==> config.mk <==
export PLATFORM = sky130hd
export DESIGN_NAME = lkia_cell
export DESIGN_NICKNAME = d
export VERILOG_FILES = /design/src/rtl/lkia_pkg.sv /design/src/rtl/lkia_cell.sv
export SDC_FILE = /design/constraint.sdc
export NUM_CORES = 1
export LEC_CHECK = 0
export ABC_AREA = 1
export BUFFER_PORTS_ARGS = -buffer_cell sky130_fd_sc_hd__buf_2
export CAP_MARGIN = 30
export CORE_MARGIN = 2
export CORE_UTILIZATION = 38
export CTS_BUF_LIST = sky130_fd_sc_hd__clkbuf_16
export DETAILED_ROUTE_END_ITERATION = 8
export PLACE_DENSITY = 0.75
export SYNTH_ARGS = -nofsm -noshare
export SYNTH_HDL_FRONTEND = slang
export SYNTH_SLANG_ARGS = --single-unit
==> constraint.sdc <==
create_clock -name clk_i -period 1.1 [get_ports clk_i]
set_input_delay 0.055 -clock clk_i [delete_from_list [all_inputs] [get_ports clk_i]]
set_output_delay 0.055 -clock clk_i [all_outputs]
set_load 0.01 [all_outputs]
==> src/rtl/lkia_pkg.sv <==
package lkia_pkg;

  // Number of entries in the recency chain; also the largest id handed out.
  localparam int unsigned Capacity = 64;
  // Key bits that take part in the compare.
  localparam int unsigned KeyBits  = 64;
  // Fixed widths of the ports.
  localparam int unsigned TagW     = 64;
  localparam int unsigned IdW      = 7;
  // Fresh-id counter must hold Capacity itself.
  localparam int unsigned CntW     = $clog2(Capacity + 1);

  typedef logic [KeyBits-1:0] key_t;
  typedef logic [IdW-1:0]     id_t;
  typedef logic [CntW-1:0]    cnt_t;

  // Per-cell control from the sequencer.
  typedef struct packed {
    logic cmp;    // latch match against the incoming key
    logic shift;  // take the neighbor's entry
  } cell_ctl_t;

  typedef enum logic [1:0] {
    ST_IDLE = 2'b01,
    ST_UPD  = 2'b10
  } state_e;

endpackage

==> src/rtl/lkia_cell.sv <==
module lkia_cell (
  input  logic               clk_i,
  input  logic               rst_ni,
  input  lkia_pkg::cell_ctl_t ctl_i,
  input  lkia_pkg::key_t     lookup_key_i,
  input  lkia_pkg::key_t     prev_key_i,
  input  lkia_pkg::id_t      prev_id_i,
  input  logic               prev_valid_i,
  output lkia_pkg::key_t     key_o,
  output lkia_pkg::id_t      id_o,
  output logic               valid_o,
  output logic               match_o
);

  lkia_pkg::key_t key_q;
  lkia_pkg::id_t  id_q;
  logic           valid_q;
  logic           match_q;

  always_ff @(posedge clk_i or negedge rst_ni) begin
    if (!rst_ni) begin
      valid_q <= 1'b0;
    end else if (ctl_i.shift) begin
      valid_q <= prev_valid_i;
    end
  end

  always_ff @(posedge clk_i) begin
    if (ctl_i.shift) begin
      key_q <= prev_key_i;
      id_q  <= prev_id_i;
    end
    if (ctl_i.cmp) begin
      match_q <= valid_q && (key_q == lookup_key_i);
    end
  end

  assign key_o   = key_q;
  assign id_o    = id_q;
  assign valid_o = valid_q;
  assign match_o = match_q;

endmodule

After elaboration in Yosys (flattened, before gate mapping):

Cells that the tools add are included.

* equality and inequality tests: 1
* reductions and logical operators: 1

Operators by type and width (number)
* equality test 64 bit: 1
* logical AND 1 bit: 1

* register bits: 73
* bits of input ports: 140
* logic and storage cells: 6

Depth between registers and ports, before layout:

* depth in word-level cells: 2
* mapped depth: 10
* gate-level depth less buffers: 10

Least setup slack after synthesis:

Ideal clock, no wire load.

* kind: reg2reg
* start point: register key_q[16] (netlist: key_o[16])
* end point: register match_q (netlist: match_o), data pin
* setup time: 0.138 ns
* arrival: 1.012 ns
* data required time: 0.962 ns
* setup slack: -0.050 ns
* cell stages (with the launch flop): 10
* period minus slack after synthesis: 1.150 ns
* path through: edfxtp_1 > inv_1 > nor2_1 > nor2_1 > nand2_1 > nor2_1 > nand2_1 > nor2_1 > nand3_1 > nor2_1

* cells in the longest elaborated chain, start to end: 2

RTL lines
* from (decl): RTL line lkia_cell.sv:15 `lkia_pkg::key_t key_q;`
* from (signal assigned): RTL line lkia_cell.sv:30 `key_q <= prev_key_i;`
* equality test 64 bit: RTL line lkia_cell.sv:34 `match_q <= valid_q && (key_q == lookup_key_i);`
* logical AND 1 bit: RTL line lkia_cell.sv:34
* to (signal assigned): RTL line lkia_cell.sv:34
* to (decl): RTL line lkia_cell.sv:18 `logic match_q;`

Every way passes these cells.
A chain may end at the register's enable or synchronous reset.

Worst setup path in the final report:

* start point: register key_q[56] (netlist: key_o[56])
* end point: register match_q (netlist: match_o), data pin

Same word-level chain as after synthesis.

==> results.md <==
- Status: finished, violations left
- Failing checks: setup timing
- Clock buffer count from CTS: 9
- WP buf/inv: 1
- Combinational Power Share: 18.2%
- Reg2Reg Depth: 9
- Clk buf depth: 2
- Syn-to-layout area delta: 72.8%
- Crit path to: match_o
- Internal Power: roughly 5.8 mW
- Slew Viols, Final: 0
- Die footprint: 0.00944 mm^2
- Cell area power density: 1330 mW/mm^2
- Max Cap Viol: 0
- Warnings from Yosys: 0
- Final #Nets: 780
- Slowest CP cell: edfxtp_1
- Core Region: 0.00830 mm^2
- Reg2Reg Setup Slack: -0.21 ns
- Syn_nets: about 470
- Top cells by count, synth: 106 x nand2_1, 75 x inv_1, 72 x edfxtp_1
- Wirelength, routed: ~11 mm
- Synth Register Bits: 73
- Worst-Margin Slew: 0.256 ns
- CTS sink cnt: 73
- Avg Cell Area, Syn: between 10 and 15 um^2
- FFs w/ async S/R, synth: 1.37%
- Post-synth EDFFs: 72
- Met1 WL: between 3 and 4 mm
- Synth top area share: about two thirds
- Iteration-0 DRC Markers: roughly 120
- Highest Signal Layer: met4
- Worst Setup SP: key_o[56]
- Largest net degree at the start of global routing: between 40 and 50
- CP dominant cell by count: nand2_1
- H-tree levels: 3
- Vias/cell: between 4 and 5
- Tot Pwr: approximately 7.6 mW
- Cells after Synth: 329
- Site row count: 33
- Antenna violations before repair: 0
- Reg-to-Reg End: match_o
- Dpl ws: -0.303 ns
- Clk Latency, worst-skew pair: 0.32 ns
- # IOs: 213
- Crit end category: register
- Fin worst setup slack: -0.213 ns
- Startpoint types: register
- Critical Path RT: roughly 1.3 ns
- Final Critical Period: about 1.3 ns
- Residual DRC: 0
- First-pass GRT wire length: approximately 17 mm
- Max-Slew Margin vs Limit: about 83%
- CP Depth: 9
- WP data arrival: approximately 1.5 ns
- Die height: ~100 um
- Worst hold path class: primary input to asynchronous set/reset pin
- Leakage: about 2.9 nW
- Slowest stage delay, CP: 0.40 ns
- CP Max Fanout: 3
- Max Clock Freq: ~0.76 GHz
- Post-synth top area cell: edfxtp_1
- Area contributors post-synth: edfxtp_1 66%, nand2_1 12%, inv_1 8.5%
- Antenna viol nets, final: 0
- Clock Pin Slew Worst Setup and Hold Paths: ~0.06 ns
- Vias in the first global route: 3,593
- Final hold vios: 0
- HPWL after DPL: between 7 and 8 mm
- Clock skew: 0.00546 ns
- Met3 routed WL: 800 um
- Gr ovfl total: 0
- Vias post-DR: around 3,400
- Setup Viol. Count Final: 1
- Predominant post-synthesis flop cell: edfxtp_1
- Count leader, synth: nand2_1
- Routed len/inst: 14.4 um
- Final worst-path cycle share: 119%
- GPL Wtd Cong: ~0.9
- CP cell instances: nand2_1 > nand2_1 > inv_1 > nand2_1 > nor2_2 > nand2_1 > nor2_2 > nand3_1 > nor2_1
- Antenna diode count: 0
- Seq pwr share: a little under half
- DRT Pass-1 Iters: 5
- Sequential cell area fraction in the yosys report: approximately two thirds
- Net Sw Power: around 1.8 mW
- Worst vdd ir: between 0.8 and 0.9 mV
- Crit path max-delay family: simple AND/OR/NAND/NOR gates
- Worst reg2reg startpoint: key_o[56]
- RSZ-0062 raised after global routing: yes
- Clk pwr share: 36.1%
- Root Buffer: clkbuf_16
- Switch share: roughly a quarter
- CTS tree: done
- Worst Setup Path Type: register to register
- Layout cells sized above 1: 37.6%
- Yosys cell types: 12
- Starting Density: 39.7%
- Die Width: slightly below 100 um
- Netlist Area Pre-Place: about 0.0033 mm^2
- WL met2: between 5 and 6 mm
- Tot GR Track Use: 22.8%
- I/O Buffers: ~210
-- registers in the layout, summed over array words and instances, names as in the netlist --
| name | count |
|---|---|
| id_o | 7 |
| key_o | 64 |
| match_o | 1 |
| valid_o | 1 |
-- how the worst min path moves through the flow --
stage               endpoint  slack, ns  depth (start not counted)
floorplan            valid_o      -0.24                          0
global placement     valid_o      -0.17                          1
detailed placement   valid_o      -0.17                          1
CTS                  valid_o       0.03                          2
global route         valid_o       0.09                          2
finish               valid_o       0.09                          2
-- power by group through the flow --
stage	logic [mW]	registers, mW	clock network [mW]
floorplan	0.332	3.60	0
global placement	1.09	3.48	0
detailed placement	1.11	3.50	0
CTS	1.33	3.45	2.78
global route	1.51	3.48	2.90
finish	1.38	3.45	2.73
-- stage by stage --
step / utilization [%] / hold slack [ns] / TNS, ns / cells / cell area (um^2)
after floorplan: - / -0.241 / -0.0349 / 329 / 3300
after global placement: 55.5 / -0.170 / -0.256 / 658 / 4600
after detailed placement: 55.5 / -0.169 / -0.303 / 658 / 4600
after CTS: 68.0 / 0.0337 / -0.233 / 748 / 5640
after global routing: 68.6 / 0.0887 / -0.398 / 749 / 5700
final: 68.6 / 0.0919 / -0.213 / 749 / 5700
-- layout make-up --
| cell class | count | area, um^2 |
|---|---|---|
| Clock buffer | 9 | 225 |
| Clock inverter | 6 | 52.6 |
| Fill cell | 608 | 2600 |
| Inverter | 75 | 282 |
| Multi-Input combinational cell | 181 | 841 |
| Sequential cell | 73 | 2190 |
| Tap cell | 105 | 131 |
| Timing Repair Buffer | 300 | 1980 |
-- routing by layer --
layer	GRT usage, %	up-vias
met5	0	-
met4	9.32	0
met3	5.97	21
met2	41.9	159
met1	24.8	1527
li1	-	1652
-- cell usage in the layout (no fill, tap or decap), drive strengths merged --
cell type / n
buf: 226
nand2: 106
inv: 77
dlygate4sd3: 74
edfxtp: 72
nor2: 29
xnor2: 17
o21ai: 11
clkbuf: 9
o22ai: 8
xor2: 3
nand3: 3
nand4: 3
clkinv: 3
o211ai: 1
bufinv: 1
dfrtp: 1
-- logic make-up (layout without fill, tap and decap cells) --
family	Yosys count	count (layout)	synth area share (%)
buf+inv	75	390	8.54
flops	73	73	66.3
compound gates	20	20	3.42
simple gates	141	141	16.4
xor+xnor	20	20	5.31
-- what timing repair did --
item,in CTS,in global routing
pin swaps,2,2
hold buffers,74,0
endpoints found under the hold margin,74,0
setup buffers,1,6
resized for setup,4,8
endpoints found under the setup margin,1,7
Note: power is estimated with default switching activity, not from simulation.
